File: config.mk
export PLATFORM = sky130hd
export DESIGN_NAME = lcd_4bit_write_sequencer
export DESIGN_NICKNAME = d
export VERILOG_FILES = /design/src/sv/lcdws_pkg.sv /design/src/sv/lcd_4bit_write_sequencer.sv /design/src/sv/lcdws_frame_dp.sv
export SDC_FILE = /design/constraint.sdc
export NUM_CORES = 1
export LEC_CHECK = 0
export ABC_CLOCK_PERIOD_IN_PS = 3000
export BUFFER_PORTS_ARGS = -buffer_cell sky130_fd_sc_hd__clkbuf_2
export CORE_UTILIZATION = 50
export DETAILED_ROUTE_END_ITERATION = 7
export GPL_ROUTABILITY_DRIVEN = 0
export PLACE_DENSITY = 0.73
export SLEW_MARGIN = 20
export SYNTH_ARGS = -nofsm -noshare
export SYNTH_HDL_FRONTEND = slang
export SYNTH_SLANG_ARGS = --single-unit
File: constraint.sdc
create_clock -name clock -period 3 [get_ports clock]
set_input_delay 0.15 -clock clock [delete_from_list [all_inputs] [get_ports clock]]
set_output_delay 0.15 -clock clock [all_outputs]
set_load 0.03 [all_outputs]
File: src/sv/lcdws_pkg.sv
// Shared types, constants and the sequencer microcode for the LCD write sequencer.
package lcdws_pkg;

   localparam int FRAME_BITS = 8;
   localparam int PIN_W      = $clog2(FRAME_BITS);
   localparam int WAIT_W     = 14;
   localparam int UPC_W      = 6;
   localparam int NIB_W      = 4;
   localparam int KIND_W     = 3;
   localparam int BYTE_W     = 8;
   localparam int COL_W      = 6;
   localparam int CSR_IDX_W  = 3;
   localparam int LOOP_W     = 2;

   localparam logic [KIND_W-1:0] KIND_CMD   = 3'd0;
   localparam logic [KIND_W-1:0] KIND_DATA  = 3'd1;
   localparam logic [KIND_W-1:0] KIND_GOTO  = 3'd2;
   localparam logic [KIND_W-1:0] KIND_CLEAR = 3'd3;
   localparam logic [KIND_W-1:0] KIND_HOME  = 3'd4;
   localparam logic [KIND_W-1:0] KIND_INIT  = 3'd5;

   localparam logic [CSR_IDX_W-1:0] CSR_RS_PIN  = 3'd0;
   localparam logic [CSR_IDX_W-1:0] CSR_EN_PIN  = 3'd1;
   localparam logic [CSR_IDX_W-1:0] CSR_DB4_PIN = 3'd2;
   localparam logic [CSR_IDX_W-1:0] CSR_DB5_PIN = 3'd3;
   localparam logic [CSR_IDX_W-1:0] CSR_DB6_PIN = 3'd4;
   localparam logic [CSR_IDX_W-1:0] CSR_DB7_PIN = 3'd5;

   localparam logic [PIN_W-1:0] RST_RS_PIN  = 3'd0;
   localparam logic [PIN_W-1:0] RST_EN_PIN  = 3'd2;
   localparam logic [PIN_W-1:0] RST_DB4_PIN = 3'd4;
   localparam logic [PIN_W-1:0] RST_DB5_PIN = 3'd5;
   localparam logic [PIN_W-1:0] RST_DB6_PIN = 3'd6;
   localparam logic [PIN_W-1:0] RST_DB7_PIN = 3'd7;

   localparam logic [BYTE_W-1:0] OP_CLEAR    = 8'h01;
   localparam logic [BYTE_W-1:0] OP_HOME     = 8'h02;
   localparam logic [BYTE_W-1:0] OP_DDRAM    = 8'h80;
   localparam logic [BYTE_W-1:0] ROW_OFFSET  = 8'h40;

   localparam logic [WAIT_W-1:0] WAIT_WRITE  = 14'd50;
   localparam logic [WAIT_W-1:0] WAIT_SLOW   = 14'd2000;
   localparam logic [WAIT_W-1:0] WAIT_NIB2   = 14'd1000;
   localparam logic [WAIT_W-1:0] WAIT_WAKE   = 14'd5000;
   localparam logic [WAIT_W-1:0] WAIT_POWER  = 14'd15000;

   localparam logic [UPC_W-1:0]  UPC_BYTE    = 6'd0;
   localparam logic [UPC_W-1:0]  UPC_INIT    = 6'd4;
   localparam logic [UPC_W-1:0]  UPC_WAKE    = 6'd8;
   localparam logic [LOOP_W-1:0] WAKE_REPEAT = 2'd2;

   typedef enum logic [1:0] {
      LINE_KEEP = 2'd0,
      LINE_CLR  = 2'd1,
      LINE_SET  = 2'd2,
      LINE_REQ  = 2'd3
   } line_op_type;

   typedef enum logic [1:0] {
      NIB_KEEP  = 2'd0,
      NIB_HI    = 2'd1,
      NIB_LO    = 2'd2,
      NIB_CONST = 2'd3
   } nib_op_type;

   typedef enum logic [2:0] {
      W_NONE  = 3'd0,
      W_BYTE  = 3'd1,
      W_1000  = 3'd2,
      W_2050  = 3'd3,
      W_5000  = 3'd4,
      W_15000 = 3'd5
   } wait_sel_type;

   typedef enum logic [1:0] {
      SEQ_NEXT = 2'd0,
      SEQ_LOOP = 2'd1,
      SEQ_DONE = 2'd2
   } seq_op_type;

   typedef struct packed {
      line_op_type       rs_op;
      line_op_type       e_op;
      nib_op_type        nib_op;
      logic [NIB_W-1:0]  nib_const;
      wait_sel_type      wait_sel;
      seq_op_type        seq;
      logic [UPC_W-1:0]  target;
   } ucode_type;

   typedef struct packed {
      logic [PIN_W-1:0]            rs;
      logic [PIN_W-1:0]            en;
      logic [NIB_W-1:0][PIN_W-1:0] db;
   } pin_map_type;

   function automatic ucode_type uw(line_op_type rs_op, line_op_type e_op,
                                    nib_op_type nib_op, logic [NIB_W-1:0] nib_const,
                                    wait_sel_type wait_sel, seq_op_type seq);
      ucode_type w;
      w.rs_op     = rs_op;
      w.e_op      = e_op;
      w.nib_op    = nib_op;
      w.nib_const = nib_const;
      w.wait_sel  = wait_sel;
      w.seq       = seq;
      w.target    = UPC_WAKE;
      return w;
   endfunction

   // Byte routine at 0, power-up program at 4.
   function automatic ucode_type ucode_rom(logic [UPC_W-1:0] upc);
      ucode_type w;
      unique case (upc)
         6'd0:  w = uw(LINE_REQ,  LINE_SET,  NIB_HI,    4'h0, W_NONE,  SEQ_NEXT);
         6'd1:  w = uw(LINE_KEEP, LINE_CLR,  NIB_KEEP,  4'h0, W_NONE,  SEQ_NEXT);
         6'd2:  w = uw(LINE_KEEP, LINE_SET,  NIB_LO,    4'h0, W_NONE,  SEQ_NEXT);
         6'd3:  w = uw(LINE_KEEP, LINE_CLR,  NIB_KEEP,  4'h0, W_BYTE,  SEQ_DONE);
         6'd4:  w = uw(LINE_KEEP, LINE_SET,  NIB_KEEP,  4'h0, W_NONE,  SEQ_NEXT);
         6'd5:  w = uw(LINE_SET,  LINE_KEEP, NIB_KEEP,  4'h0, W_15000, SEQ_NEXT);
         6'd6:  w = uw(LINE_CLR,  LINE_KEEP, NIB_KEEP,  4'h0, W_NONE,  SEQ_NEXT);
         6'd7:  w = uw(LINE_KEEP, LINE_CLR,  NIB_KEEP,  4'h0, W_NONE,  SEQ_NEXT);
         6'd8:  w = uw(LINE_KEEP, LINE_SET,  NIB_CONST, 4'h3, W_NONE,  SEQ_NEXT);
         6'd9:  w = uw(LINE_KEEP, LINE_CLR,  NIB_KEEP,  4'h0, W_5000,  SEQ_LOOP);
         6'd10: w = uw(LINE_KEEP, LINE_KEEP, NIB_KEEP,  4'h0, W_NONE,  SEQ_NEXT);
         6'd11: w = uw(LINE_KEEP, LINE_SET,  NIB_CONST, 4'h2, W_NONE,  SEQ_NEXT);
         6'd12: w = uw(LINE_KEEP, LINE_CLR,  NIB_KEEP,  4'h0, W_1000,  SEQ_NEXT);
         // function set 0x28
         6'd13: w = uw(LINE_CLR,  LINE_SET,  NIB_CONST, 4'h2, W_NONE,  SEQ_NEXT);
         6'd14: w = uw(LINE_KEEP, LINE_CLR,  NIB_KEEP,  4'h0, W_NONE,  SEQ_NEXT);
         6'd15: w = uw(LINE_KEEP, LINE_SET,  NIB_CONST, 4'h8, W_NONE,  SEQ_NEXT);
         6'd16: w = uw(LINE_KEEP, LINE_CLR,  NIB_KEEP,  4'h0, W_BYTE,  SEQ_NEXT);
         // display off 0x08
         6'd17: w = uw(LINE_CLR,  LINE_SET,  NIB_CONST, 4'h0, W_NONE,  SEQ_NEXT);
         6'd18: w = uw(LINE_KEEP, LINE_CLR,  NIB_KEEP,  4'h0, W_NONE,  SEQ_NEXT);
         6'd19: w = uw(LINE_KEEP, LINE_SET,  NIB_CONST, 4'h8, W_NONE,  SEQ_NEXT);
         6'd20: w = uw(LINE_KEEP, LINE_CLR,  NIB_KEEP,  4'h0, W_BYTE,  SEQ_NEXT);
         // clear 0x01
         6'd21: w = uw(LINE_CLR,  LINE_SET,  NIB_CONST, 4'h0, W_NONE,  SEQ_NEXT);
         6'd22: w = uw(LINE_KEEP, LINE_CLR,  NIB_KEEP,  4'h0, W_NONE,  SEQ_NEXT);
         6'd23: w = uw(LINE_KEEP, LINE_SET,  NIB_CONST, 4'h1, W_NONE,  SEQ_NEXT);
         6'd24: w = uw(LINE_KEEP, LINE_CLR,  NIB_KEEP,  4'h0, W_2050,  SEQ_NEXT);
         // entry mode 0x06
         6'd25: w = uw(LINE_CLR,  LINE_SET,  NIB_CONST, 4'h0, W_NONE,  SEQ_NEXT);
         6'd26: w = uw(LINE_KEEP, LINE_CLR,  NIB_KEEP,  4'h0, W_NONE,  SEQ_NEXT);
         6'd27: w = uw(LINE_KEEP, LINE_SET,  NIB_CONST, 4'h6, W_NONE,  SEQ_NEXT);
         6'd28: w = uw(LINE_KEEP, LINE_CLR,  NIB_KEEP,  4'h0, W_BYTE,  SEQ_NEXT);
         // display on 0x0C
         6'd29: w = uw(LINE_CLR,  LINE_SET,  NIB_CONST, 4'h0, W_NONE,  SEQ_NEXT);
         6'd30: w = uw(LINE_KEEP, LINE_CLR,  NIB_KEEP,  4'h0, W_NONE,  SEQ_NEXT);
         6'd31: w = uw(LINE_KEEP, LINE_SET,  NIB_CONST, 4'hC, W_NONE,  SEQ_NEXT);
         6'd32: w = uw(LINE_KEEP, LINE_CLR,  NIB_KEEP,  4'h0, W_BYTE,  SEQ_DONE);
         default: w = uw(LINE_KEEP, LINE_KEEP, NIB_KEEP, 4'h0, W_NONE, SEQ_DONE);
      endcase
      return w;
   endfunction

endpackage

File: src/sv/lcd_4bit_write_sequencer.sv
// Top level: microcoded sequencer that turns LCD requests into shift register frames.
//
// Each accepted request is expanded by a small microcode program into frames for an
// 8-bit shift register wired to a character LCD in 4-bit mode, one frame per step,
// each with the microseconds to wait after latching it and a last flag on the final
// frame. Command, data, go-to, clear and home give 4 frames; init gives 33. The
// sequencer makes one step per clock while the result register is free, and each
// step loads one frame into it; the next request is taken once the last frame is
// loaded. Requests of an unknown kind are taken and give no frame. Pin positions
// may be changed through the csr port while idle.
module lcd_4bit_write_sequencer (
   input  logic                                 clock,
   input  logic                                 reset,
   input  logic                                 req_valid,
   output logic                                 req_ready,
   input  logic [lcdws_pkg::KIND_W-1:0]         req_kind,
   input  logic [lcdws_pkg::BYTE_W-1:0]         req_byte_value,
   input  logic [lcdws_pkg::COL_W-1:0]          req_column,
   input  logic                                 req_row,
   output logic                                 rsp_valid,
   input  logic                                 rsp_ready,
   output logic [lcdws_pkg::FRAME_BITS-1:0]     rsp_frame,
   output logic [lcdws_pkg::WAIT_W-1:0]         rsp_wait_us,
   output logic                                 rsp_last,
   input  logic                                 csr_we,
   input  logic [lcdws_pkg::CSR_IDX_W-1:0]      csr_index,
   input  logic [lcdws_pkg::PIN_W-1:0]          csr_wdata
);
   import lcdws_pkg::*;

   logic                  run_ff, run_in;
   logic [UPC_W-1:0]      upc_ff, upc_in;
   logic [LOOP_W-1:0]     loop_ff, loop_in;
   logic [BYTE_W-1:0]     byte_ff, byte_in;
   logic                  rs_req_ff, rs_req_in;
   logic                  slow_ff, slow_in;
   logic [FRAME_BITS-1:0] shadow_ff, shadow_in;
   logic                  rsp_valid_ff, rsp_valid_in;
   logic [WAIT_W-1:0]     rsp_wait_ff, rsp_wait_in;
   logic                  rsp_last_ff, rsp_last_in;
   pin_map_type           pins_ff, pins_in;

   ucode_type             ucw;
   logic [FRAME_BITS-1:0] frame_next;
   logic [WAIT_W-1:0]     wait_next;
   logic                  req_fire;
   logic                  known_kind;
   logic                  adv;
   logic [BYTE_W-1:0]     goto_byte;

   assign ucw        = ucode_rom(upc_ff);
   assign req_ready  = !run_ff;
   assign req_fire   = req_valid && req_ready;
   assign known_kind = (req_kind <= KIND_INIT);
   assign adv        = run_ff && (!rsp_valid_ff || rsp_ready);
   assign goto_byte  = OP_DDRAM | ({2'b00, req_column} + (req_row ? ROW_OFFSET : 8'h00));

   lcdws_frame_dp u_dp (
      .shadow     (shadow_ff),
      .pins       (pins_ff),
      .ucw        (ucw),
      .byte_value (byte_ff),
      .rs_level   (rs_req_ff),
      .slow       (slow_ff),
      .frame_next (frame_next),
      .wait_us    (wait_next)
   );

   always_comb begin
      run_in    = run_ff;
      upc_in    = upc_ff;
      loop_in   = loop_ff;
      byte_in   = byte_ff;
      rs_req_in = rs_req_ff;
      slow_in   = slow_ff;
      if (req_fire && known_kind) begin
         run_in    = 1'b1;
         upc_in    = (req_kind == KIND_INIT) ? UPC_INIT : UPC_BYTE;
         loop_in   = WAKE_REPEAT;
         rs_req_in = (req_kind == KIND_DATA);
         slow_in   = (req_kind == KIND_CLEAR) || (req_kind == KIND_HOME);
         priority case (req_kind)
            KIND_GOTO:  byte_in = goto_byte;
            KIND_CLEAR: byte_in = OP_CLEAR;
            KIND_HOME:  byte_in = OP_HOME;
            default:    byte_in = req_byte_value;
         endcase
      end else if (adv) begin
         unique case (ucw.seq)
            SEQ_LOOP: begin
               if (loop_ff != '0) begin
                  upc_in  = ucw.target;
                  loop_in = loop_ff - LOOP_W'(1);
               end else begin
                  upc_in = upc_ff + UPC_W'(1);
               end
            end
            SEQ_DONE: run_in = 1'b0;
            SEQ_NEXT: upc_in = upc_ff + UPC_W'(1);
            default:  run_in = 1'b0;
         endcase
      end
   end

   always_comb begin
      shadow_in    = shadow_ff;
      rsp_wait_in  = rsp_wait_ff;
      rsp_last_in  = rsp_last_ff;
      rsp_valid_in = rsp_valid_ff && !rsp_ready;
      if (adv) begin
         shadow_in    = frame_next;
         rsp_wait_in  = wait_next;
         rsp_last_in  = (ucw.seq == SEQ_DONE);
         rsp_valid_in = 1'b1;
      end
   end

   always_comb begin
      pins_in = pins_ff;
      if (csr_we) begin
         unique case (csr_index)
            CSR_RS_PIN:  pins_in.rs    = csr_wdata;
            CSR_EN_PIN:  pins_in.en    = csr_wdata;
            CSR_DB4_PIN: pins_in.db[0] = csr_wdata;
            CSR_DB5_PIN: pins_in.db[1] = csr_wdata;
            CSR_DB6_PIN: pins_in.db[2] = csr_wdata;
            CSR_DB7_PIN: pins_in.db[3] = csr_wdata;
            default: ;
         endcase
      end
   end

   always_ff @(posedge clock) begin
      if (reset) begin
         run_ff       <= 1'b0;
         upc_ff       <= UPC_BYTE;
         loop_ff      <= '0;
         shadow_ff    <= '0;
         rsp_valid_ff <= 1'b0;
         pins_ff.rs   <= RST_RS_PIN;
         pins_ff.en   <= RST_EN_PIN;
         pins_ff.db   <= {RST_DB7_PIN, RST_DB6_PIN, RST_DB5_PIN, RST_DB4_PIN};
      end else begin
         run_ff       <= run_in;
         upc_ff       <= upc_in;
         loop_ff      <= loop_in;
         shadow_ff    <= shadow_in;
         rsp_valid_ff <= rsp_valid_in;
         pins_ff      <= pins_in;
      end
   end

   always_ff @(posedge clock) begin
      byte_ff     <= byte_in;
      rs_req_ff   <= rs_req_in;
      slow_ff     <= slow_in;
      rsp_wait_ff <= rsp_wait_in;
      rsp_last_ff <= rsp_last_in;
   end

   assign rsp_valid   = rsp_valid_ff;
   assign rsp_frame   = shadow_ff;
   assign rsp_wait_us = rsp_wait_ff;
   assign rsp_last    = rsp_last_ff;

   a_step_loads_beat: assert property (@(posedge clock) disable iff (reset)
      adv |=> rsp_valid)
      else $error("sequencer step did not load a result beat");

   a_done_ends_run: assert property (@(posedge clock) disable iff (reset)
      adv && ucw.seq == SEQ_DONE |=> !run_ff && rsp_last)
      else $error("final step did not end the request");

   a_init_starts: assert property (@(posedge clock) disable iff (reset)
      req_fire && req_kind == KIND_INIT |=> run_ff && upc_ff == UPC_INIT)
      else $error("init request did not enter the power-up program");

endmodule

File: src/sv/lcdws_frame_dp.sv
// Frame datapath: applies one control word to the shadow frame and picks the wait.
module lcdws_frame_dp (
   input  logic [lcdws_pkg::FRAME_BITS-1:0] shadow,
   input  lcdws_pkg::pin_map_type           pins,
   input  lcdws_pkg::ucode_type             ucw,
   input  logic [lcdws_pkg::BYTE_W-1:0]     byte_value,
   input  logic                             rs_level,
   input  logic                             slow,
   output logic [lcdws_pkg::FRAME_BITS-1:0] frame_next,
   output logic [lcdws_pkg::WAIT_W-1:0]     wait_us
);
   import lcdws_pkg::*;

   logic [NIB_W-1:0] nib;

   always_comb begin
      unique case (ucw.nib_op)
         NIB_HI:    nib = byte_value[BYTE_W-1:NIB_W];
         NIB_LO:    nib = byte_value[NIB_W-1:0];
         NIB_CONST: nib = ucw.nib_const;
         NIB_KEEP:  nib = '0;
         default:   nib = '0;
      endcase
   end

   // RS, then E, then DB4..DB7: later writes win on shared bits
   always_comb begin
      frame_next = shadow;
      unique case (ucw.rs_op)
         LINE_CLR: frame_next[pins.rs] = 1'b0;
         LINE_SET: frame_next[pins.rs] = 1'b1;
         LINE_REQ: frame_next[pins.rs] = rs_level;
         LINE_KEEP: ;
         default: ;
      endcase
      unique case (ucw.e_op)
         LINE_CLR: frame_next[pins.en] = 1'b0;
         LINE_SET: frame_next[pins.en] = 1'b1;
         LINE_REQ: frame_next[pins.en] = rs_level;
         LINE_KEEP: ;
         default: ;
      endcase
      if (ucw.nib_op != NIB_KEEP) begin
         for (int i = 0; i < NIB_W; i++) begin
            frame_next[pins.db[i]] = nib[i];
         end
      end
   end

   always_comb begin
      unique case (ucw.wait_sel)
         W_BYTE:  wait_us = slow ? WAIT_WRITE + WAIT_SLOW : WAIT_WRITE;
         W_1000:  wait_us = WAIT_NIB2;
         W_2050:  wait_us = WAIT_WRITE + WAIT_SLOW;
         W_5000:  wait_us = WAIT_WAKE;
         W_15000: wait_us = WAIT_POWER;
         W_NONE:  wait_us = '0;
         default: wait_us = '0;
      endcase
   end

endmodule

==> results by group, run 1 <==
Logic synthesis
  • Synth Area in Compound Gates: 24.8%
  • Yosys warns: 0
  • Number of synthesized register bits: 71
  • Distinct cell type count after synthesis: 87
  • Most common flop cell mapped by yosys: dfxtp_1
  • Asr flop ratio synth: 0%
  • Largest family of logic cells by synthesized area: simple AND/OR/NAND/NOR gates
  • Area leader, netlist: dfxtp_1
  • Post-synth EDFFs: 20
  • Post-Syn Area: 4470 um2
  • Sequential share of the synthesized area: 36.3%
  • Area share of fa/ha/maj cells after synthesis: 1.40%
  • Cell count after synthesis: 522
  • Synth top area share: 22.8%
  • Mux share of post-synthesis cell area: 5.03%
  • Syn_area_per_cell: 8.57 um2
  • Xor and xnor area share after synthesis: 0.587%
  • Largest cells by area after synthesis: dfxtp_1 (23%), edfxtp_1 (13%), nor2_1 (5.1%)
  • Synth Area in Simple Gates: 27.8%

Clock network
  • Post-CTS setup buffers: 0
  • Clock Latency Late Sink: 360 ps
  • Root Driver: clkbuf_8
  • Hold buffers post-CTS: 0
  • Post-CTS Resized: 0
  • CTS tree: yes
  • TritonCTS Sinks: 71
  • CTS clk-pin slew, worst paths: 80 ps
  • CTS max path bufs: 2
  • CTS buffer count: 9
  • H-tree depth: 3

Worst setup path
  • Critical path fanouts, max: 8
  • Startpoint Class: register
  • Worst Path Class, Setup: register to register
  • Crit path max-delay family: simple AND/OR/NAND/NOR gates
  • CP max stage delay: 480 ps
  • Cell chain of the critical path: nand2b_2 > or4_1 > nand2_1 > nand2_2 > inv_2 > ha_1 > inv_1 > a211o_1 > a211o_1 > o221ai_1
  • Critical path required time: 3280 ps
  • CP arrival: 2800 ps
  • Slowest-stage cell, CP: or4_1
  • Number of cells on the critical path: 10
  • WP buf/inv: 2
  • Critical Path End Type: register
  • Critical path's most frequent cell: a211o_1
  • Cells on worst reg2reg path: 10

Cells and area
  • Area growth syn-to-layout: 11.1%
  • N_diodes: 0
  • Non-Filler Instances: 674
  • Final #Nets: 595
  • Fillers: 801
  • Share of cells above drive strength 1: 17.8%
  • Final Core Density: 57.3%

Routing
  • Antenna viol nets, final: 0
  • Final WL: 11100 um
  • Avg Vias per Cell: 6.27
  • # DRC: 0
  • First-pass DRT Iterations: 5
  • Routed via count: 4228
  • DR WL/cell: 16.4 um
  • Iter 0 DRT Violations: 257

Floorplan
  • Die area: 9330 um2
  • Rows: 34
  • Core Region: 8680 um2
  • Initial core utilization: 51.5%
  • Die Y: 96.6 um
  • Die width: 96.6 um
  • I/O pin total: 54

STA
  • Fin Setup TNS: 0 ps
  • Setup-failing EPs final: 0
  • RSZ-0062 raised after global routing: false
  • Tcrit/Tclk final: 83.9%
  • Slew @ Worst Pin: 963 ps
  • Worst slew margin: 34.9%
  • Final hold viol count: 0
  • Crit path time final: 2520 ps
  • Layout Skew: 12.8 ps
  • Worst hold margin: 138 ps
  • Fin. max-slew vios: 0
  • Fmax: 0.397 GHz

Pwr
  • Pwr per Cell Area: 454 nW/um2
  • Final Power: 2.25 mW
  • Static Leak: 1.94 nW
  • Peak supply drop: 0.000203 V

Placed design
  • Post-DP HPWL: 8230 um
  • Port Buf Inserts: 50
  • Placed instance count: 658

Global routing
  • Met2 usage: 38.1%
  • Largest net degree at the start of global routing: 25
  • First-pass GRT wire length: 17800 um
  • GRT Total Usage: 24.9%
  • Met3 Usage GRT: 4.07%
  • Grt ovf: 0
  • Vias in the first global route: 3655
  • Most used routing layer: met2
  • Initial antenna violation count: 0
  • Met1 Use GR: 34.9%

Worst hold path
  • HP Class: input port to register
  • Hold depth: 3

Outcome
  • Outcome: finished, final reports clean

Job
  • Max Cap Viol: 0
registers in the layout, indices dropped and copies added, names as in the netlist:
name	flops
loop_ff	2
pins_ff	18
run_ff	1
rsp_valid	1
slow_ff	1
byte_ff	8
rsp_wait_us	9
rsp_frame	8
rs_req_ff	1
ucw	15
rsp_last	1
upc_ff	6
kinds of logic (layout without fill, tap and decap cells):
kind of cell	after synthesis	count (layout)
adder cells (fa/ha/maj)	5	5
flip-flops	71	71
multiplexers	22	22
AND/OR/NAND/NOR	234	234
other	1	3
XOR/XNOR	3	3
buffers and inverters	42	84
AO/OA/AOI/OAI	144	144
power breakdown:
group / switching, mW / internal, mW / leakage (nW)
Clock: 0.376 / 0.385 / 0.0972
Combinational: 0.260 / 0.149 / 1.23
Sequential: 0.0504 / 1.03 / 0.607
worst min-delay path, stage by stage:
cell and delay (ps):
clkbuf_2 80, nor2_1 30, nor2_1 100
per-stage QoR:
step                      cell area, um2  setup WS (ps)
after global placement              4770            629
after detailed placement            4770            554
final                               4970            483
after global routing                4970            327
after floorplan                     4480            591
after CTS                           4960            532
placed cells by master, fill, tap and decap left out, drive strengths merged, types with 4 or more instances in the layout:
master / n
a211oi: 4
a21oi: 24
a221oi: 5
a22o: 7
a22oi: 7
a31oi: 6
a32oi: 10
and2: 6
clkbuf: 59
clkinv: 6
dfxtp: 51
edfxtp: 20
ha: 5
inv: 14
mux2: 4
mux2i: 18
nand2: 62
nand2b: 17
nand3: 12
nand3b: 4
nand4: 5
nand4b: 4
nor2: 61
nor2b: 15
nor3: 14
nor3b: 4
nor4: 4
o211ai: 8
o21ai: 21
o221ai: 7
o22ai: 12
metal layers:
| layer | up-vias | routed length (um) |
|---|---|---|
| li1 | 2042 | - |
| met1 | 1961 | 5140 |
| met2 | 196 | 4960 |
| met3 | 29 | 712 |
| met4 | 0 | 246 |
| met5 | - | 0 |
final cells by class:
cell class / instances / area, um2 / share of cell area, %
well taps: 108 / 135 / 2.72
clock buffers: 9 / 124 / 2.49
clock inverters: 7 / 72.6 / 1.46
repair buffers: 53 / 273 / 5.49
inverters: 15 / 58.8 / 1.18
multi-input cells: 411 / 2690 / 54.0
flip-flops and latches: 71 / 1620 / 32.6
Yosys cell counts (5+ instances only):
cell,number
nand3_1,12
o22ai_1,11
a32oi_1,8
edfxtp_1,20
nor3_1,13
dfxtp_1,51
a31oi_1,5
a22o_1,7
o221ai_1,7
a22oi_1,6
o21ai_0,18
o211ai_1,7
nand2_1,58
mux2i_1,18
nand2b_1,15
nor2_1,61
nand4_1,5
clkbuf_1,20
inv_1,11
buf_4,5
ha_1,5
nor2b_1,15
and2_1,6
a21oi_1,24
path summary, 6_finish.rpt:
check                         start         end  slack [ps]
setup / recovery             run_ff     ucw[17]         480
hold / removal    req_byte_value[0]  byte_ff[0]         140
setup reg to reg             run_ff     ucw[17]         480
hold reg to reg          loop_ff[1]  loop_ff[1]         530
Power figures use the tool's default switching activity.
==> run 2, diff against run 1 <==
ABC_CLOCK_PERIOD_IN_PS = 2200   (was 3000)
PLACE_DENSITY = 0.76   (was 0.73)
clock period = 2.2 ns   (was 3 ns; I/O delays follow)
==> results by group, run 2 (synthesis gave the netlist of run 1 again) <==
Worst setup path
  • Number of cells on the critical path: 8 (-2)
  • Cell chain of the critical path: and2b_2 > or4_4 > nand2_4 > nand2_4 > buf_4 > ha_4 > o32a_4 > a32oi_2
  • Slowest-stage cell, CP: or4_4
  • Critical path's most frequent cell: nand2_4
  • Critical path required time: 2470 ps (-810 ps)
  • CP arrival: 2490 ps (-310 ps)
  • Crit path max-delay family: simple AND/OR/NAND/NOR gates
  • Worst Path Class, Setup: register to register
  • CP max stage delay: 520 ps (+40 ps)
  • R2R Setup Slk: -20 ps (-510 ps)
  • Cells on worst reg2reg path: 8 (-2)
  • Startpoint Class: register
  • WP buf/inv: 1 (-1)
  • Critical path fanouts, max: 4 (-4)
  • Critical Path End Type: register

Cells and area
  • Fillers: 722 (-9.9%)
  • Area growth syn-to-layout: 20.1%
  • Fin area: 5370 um2 (+8.1%)
  • Non-Filler Instances: 711 (+5.5%)
  • Biggest register: pins_ff
  • Most frequent cells in the layout: nor2_1 (60), nand2_1 (56), clkbuf_2 (50), dfxtp_1 (46), buf_4 (39)
  • Max reg flops: 18 (unchanged)
  • Most common cell after layout, fill and taps aside: nor2_1
  • Final #Nets: 632 (+6.2%)
  • N_diodes: 0 (unchanged)
  • Final Core Density: 61.9% (+4.6 points)
  • Share of cells above drive strength 1: 25.9% (+8.0 points)
  • Area of the multi-input gates: 2780 um2 (+3.4%)
  • FF+latch area: 1630 um2 (+0.54%)

Routing
  • Post-Route M1 WL: 5190 um (+1.1%)
  • WL met3: 1070 um (+50%)
  • Avg Vias per Cell: 6.28 (about the same)
  • First-pass DRT Iterations: 6 (+1)
  • Final WL: 11900 um (+8.1%)
  • DR WL/cell: 16.8 um (+2.5%)
  • Routed via count: 4462 (+5.5%)
  • Met2 routed WL: 5420 um (+9.2%)
  • Antenna viol nets, final: 0 (unchanged)
  • # DRC: 0 (unchanged)
  • Iter 0 DRT Violations: 361 (+40%)
  • DR top layer: met4

Clock network
  • CTS clk-pin slew, worst paths: 70 ps (about the same)
  • Root Driver: clkbuf_8
  • Clock Latency Late Sink: 340 ps (-20 ps)
  • CTS max path bufs: 2 (unchanged)
  • CTS buffer count: 9 (unchanged)
  • H-tree depth: 3 (unchanged)
  • Hold buffers post-CTS: 0 (unchanged)
  • CTS tree: yes
  • TritonCTS Sinks: 71 (unchanged)

Floorplan
  • Rows: 34 (unchanged)
  • I/O pin total: 54 (unchanged)
  • Core Region: 8680 um2 (unchanged)
  • Die width: 96.6 um (unchanged)
  • Die Y: 96.6 um (unchanged)
  • Initial core utilization: 51.5% (unchanged)
  • Die area: 9330 um2 (unchanged)

Worst hold path
  • Hold depth: 3 (unchanged)
  • HP Class: input port to register

Pwr
  • Sequential power share: 45.3% (-2.8 points)
  • Net switching power: 0.930 mW (+35%)
  • Int Pwr: 2.33 mW (+49%)
  • Clock power frac: 35.2% (+1.5 points)
  • Pwr per Cell Area: 607 nW/um2 (+34%)
  • Sw Ratio: 28.5% (-1.9 points)
  • Static Leak: 2.14 nW (+11%)
  • Logic pwr share: 19.5% (+1.3 points)
  • Peak supply drop: 0.000278 V (+37%)

Placed design
  • Placed instance count: 686 (+4.3%)
  • Port Buf Inserts: 50 (unchanged)
  • Post-DP HPWL: 8650 um (+5.1%)
  • Placed cell areas: 5020 um2 (+5.3%)

Global routing
  • First-pass GRT wire length: 18700 um (+4.7%)
  • Initial antenna violation count: 0 (unchanged)
  • Largest net degree at the start of global routing: 30 (+20%)
  • Vias in the first global route: 3924 (+7.4%)
  • GRT Total Usage: 25.8% (+0.86 points)
  • Grt ovf: 0 (unchanged)

STA
  • Final hold viol count: 0 (unchanged)
  • Tcrit/Tclk final: 101% (+17 points)
  • Layout Skew: 9.23 ps (-3.61 ps)
  • Final worst setup slack: -22.2 ps (-505 ps)
  • Crit path time final: 2220 ps (-295 ps)
  • RSZ-0062 raised after global routing: true
  • Setup-failing EPs final: 4 (+4)
  • Fin. max-slew vios: 0 (unchanged)
  • Slew @ Worst Pin: 798 ps (-165 ps)
  • Fmax: 0.450 GHz (+13%)
  • Worst slew margin: 46.1% (+11 points)

Outcome
  • Failing checks: setup timing
  • Outcome: finished with violations

Job
  • Max Cap Viol: 0 (unchanged)
==> run 2: per-stage QoR <==
stage	hold slack, ps	TNS (ps)	setup WS, ps	power (mW)
final	63.8	-52.8	-22.2	3.26
after detailed placement	412	-125	-80.6	2.10
after global placement	431	-93.2	-93.2	2.08
after CTS	59.0	-3.16	-3.16	3.23
after global routing	87.1	-310	-53.3	3.38
after floorplan	235	-12.3	-12.3	1.91
==> run 2: tightest hold or removal path, stage by stage <==
cell and delay, ps:
clkbuf_2 80, nor2_1 40, nor2_1 70
==> run 2: per-layer routing <==
metal,vias to the layer above,GRT usage [%]
met5,-,0
li1,2110,-
met2,268,41.3
met1,2043,34.9
met3,41,4.93
met4,0,8.46
==> run 2: area by class of cell <==
cell class | count | share of cell area, %
timing repair buffer | 90 | 10.3
clock buffer | 12 | 2.70
inverter | 15 | 1.14
sequential | 71 | 30.3
tap | 108 | 2.52
clock inverter | 4 | 1.30
multi-input combinational | 411 | 51.7
==> run 2: worst paths after layout <==
path	end	from
max	ucw[18]	rsp_valid
min	byte_ff[0]	req_byte_value[0]
max reg2reg	ucw[18]	rsp_valid
min reg2reg	loop_ff[1]	loop_ff[1]
==> run 2: power by group through the flow <==
stage	combinational (mW)	sequential [mW]	clock, mW
finish	0.636	1.48	1.15
global route	0.690	1.48	1.21
CTS	0.607	1.47	1.15
detailed placement	0.596	1.50	0
global placement	0.585	1.50	0
floorplan	0.380	1.53	0
==> run 2: timing repair <==
item	CTS	global route
endpoints found under the setup margin	5	9
buffers inserted	3	6
gates resized for setup	5	16
pin swaps	3	10
==> run 3, diff against run 2 <==
ABC_CLOCK_PERIOD_IN_PS = 2500   (was 2200)
CORE_UTILIZATION = 35   (was 50)
PLACE_DENSITY = 0.56   (was 0.76)
clock period = 2.5 ns   (was 2.2 ns; I/O delays follow)
==> results by group, run 3 (synthesis gave the netlist of run 1 again) <==
Pwr
  • Peak supply drop: 0.000320 V (+15%)
  • Logic pwr share: 16.3% (-3.2 points)
  • Sw Ratio: 27.5% (-1.0 points)
  • Static Leak: 2.04 nW (-4.7%)
  • Final Power: 3.18 mW (-2.6%)
  • Pwr per Cell Area: 606 nW/um2 (-0.22%)
  • Clock power frac: 42.7% (+7.5 points)
  • Net switching power: 0.873 mW (-6.1%)
  • Int Pwr: 2.30 mW (-1.2%)
  • Sequential power share: 41.0% (-4.3 points)

STA
  • Fin Setup TNS: 0 ps (+52.8 ps)
  • Fmax: 0.421 GHz (-6.5%)
  • RSZ-0062 raised after global routing: false
  • Slew @ Worst Pin: 886 ps (+88.5 ps)
  • Setup-failing EPs final: 0 (-4)
  • Crit path time final: 2380 ps (+154 ps)
  • Tcrit/Tclk final: 95.0% (-6.0 points)
  • Worst slew margin: 40.1% (-6.0 points)
  • Final hold viol count: 0 (unchanged)
  • Layout Skew: 4.75 ps (-4.48 ps)
  • Fin. max-slew vios: 0 (unchanged)

Routing
  • # DRC: 0 (unchanged)
  • DR WL/cell: 15.9 um (-5.4%)
  • Avg Vias per Cell: 5.61 (-11%)
  • Final WL: 11800 um (-0.91%)
  • First-pass DRT Iterations: 5 (-1)
  • Antenna viol nets, final: 0 (unchanged)
  • Routed via count: 4180 (-6.3%)
  • Iter 0 DRT Violations: 544 (+51%)

Cells and area
  • N_diodes: 0 (unchanged)
  • Final #Nets: 606 (-4.1%)
  • Most frequent cells in the layout: nor2_1 (61), nand2_1 (57), clkbuf_2 (50), dfxtp_1 (50), a21oi_1 (24)
  • Biggest register: pins_ff
  • Most common cell after layout, fill and taps aside: nor2_1
  • Non-Filler Instances: 745 (+4.8%)
  • Max reg flops: 18 (unchanged)
  • Final Core Density: 43.0% (-19 points)
  • Share of cells above drive strength 1: 19.4% (-6.5 points)
  • Fin area: 5250 um2 (-2.4%)
  • Area growth syn-to-layout: 17.3%

Floorplan
  • Core Region: 12200 um2 (+41%)
  • Initial core utilization: 36.6% (-15 points)
  • Rows: 40 (+18%)
  • I/O pin total: 54 (unchanged)
  • Die width: 115 um (+19%)
  • Die Y: 115 um (+19%)
  • Die area: 13200 um2 (+42%)

Clock network
  • Hold buffers post-CTS: 0 (unchanged)
  • CTS max path bufs: 2 (unchanged)
  • TritonCTS Sinks: 71 (unchanged)
  • H-tree depth: 3 (unchanged)
  • CTS clk-pin slew, worst paths: 60 ps (about the same)
  • CTS buffer count: 9 (unchanged)
  • Root Driver: clkbuf_16
  • CTS tree: yes
  • Clock Latency Late Sink: 330 ps (about the same)

Worst hold path
  • HP Class: input port to register
  • Worst hold start: req_byte_value[0]

Worst setup path
  • Crit path max-delay family: simple AND/OR/NAND/NOR gates
  • Critical path required time: 2740 ps (+270 ps)
  • R2R Setup Slk: 120 ps (+150 ps)
  • Cell chain of the critical path: nand2b_2 > or4_1 > nand2_2 > nand2_2 > inv_4 > ha_1 > inv_1 > a211o_1 > a211o_1 > o221ai_1
  • CP max stage delay: 500 ps (-20 ps)
  • Slowest-stage cell, CP: or4_1
  • WP buf/inv: 2 (+1)
  • Reg-to-reg startpoint: ucw[7]
  • Critical path fanouts, max: 8 (+4)
  • Startpoint Class: register
  • Worst Path Class, Setup: register to register
  • CP arrival: 2620 ps (+130 ps)
  • Crit path launch: ucw[7]
  • Critical Path End Type: register

Global routing
  • Grt ovf: 0 (unchanged)
  • Initial antenna violation count: 0 (unchanged)
  • Largest net degree at the start of global routing: 31 (+3.3%)
  • Vias in the first global route: 3723 (-5.1%)
  • GRT Total Usage: 18.6% (-7.3 points)
  • First-pass GRT wire length: 19200 um (+3.1%)

Placed design
  • Post-DP HPWL: 8740 um (+1.1%)
  • Placed cell areas: 4920 um2 (-1.9%)
  • Placed instance count: 729 (+6.3%)
  • Port Buf Inserts: 50 (unchanged)

Job
  • Max Cap Viol: 0 (unchanged)

Outcome
  • Outcome: finished, final reports clean
==> run 3: cell count changes in the layout (fill, tap and decap cells not counted), moves of 2 or more <==
cell / change
dfxtp_2: -3
inv_1: +2
nand2_4: -2
dfxtp_1: +4
ha_4: -2
ha_1: +2
buf_4: -25
clkbuf_8: -10
inv_2: -2
clkbuf_16: +9
==> run 3: power groups by stage <==
stage | sequential (mW) | clock (mW) | combinational, mW
5_1_grt | 1.31 | 1.44 | 0.560
6_report | 1.30 | 1.36 | 0.516
3_3_place_gp | 1.32 | 0 | 0.505
4_1_cts | 1.30 | 1.38 | 0.510
2_1_floorplan | 1.34 | 0 | 0.327
3_5_place_dp | 1.32 | 0 | 0.508
==> run 3: path summary, 6_finish.rpt <==
path / cells after the start / endpoint
max: 10 / ucw[17]
max reg2reg: 10 / ucw[17]
min reg2reg: 2 / loop_ff[1]
min: 3 / byte_ff[0]
==> run 3: per-stage QoR <==
stage               hold WS [ps]  worst slack [ps]
CTS                          115               102
global placement             470               237
floorplan                    250              90.9
global route                 144              8.05
finish                       129               124
detailed placement           463               124
==> run 3: routing by layer <==
| layer | GRT usage, % | wire [um] | vias up |
|---|---|---|---|
| met5 | 0 | 0 | - |
| met4 | 5.80 | 201 | 0 |
| met3 | 3.43 | 613 | 17 |
| met2 | 27.6 | 5080 | 153 |
| met1 | 27.0 | 5950 | 1947 |
| li1 | - | - | 2063 |
==> run 3: worst reg2reg max path, stage by stage (launching register included) <==
cell,delay [ps]
dfxtp_1,340
nand2b_2,240
or4_1,500
nand2_2,110
nand2_2,110
inv_4,110
ha_1,170
inv_1,50
a211o_1,260
a211o_1,310
o221ai_1,90
==> run 3: what timing repair did <==
action,CTS,global route
buffers inserted,0,0
gates resized for setup,0,3
setup endpoints to repair,0,1
==> run 3: area by class of cell <==
class / count / area, um2
clock buffer: 10 / 229
clock inverter: 6 / 85.1
fill: 1215 / 6970
inverter: 15 / 61.3
multi-input combinational: 411 / 2680
sequential: 71 / 1620
tap: 168 / 210
timing repair buffer: 64 / 355
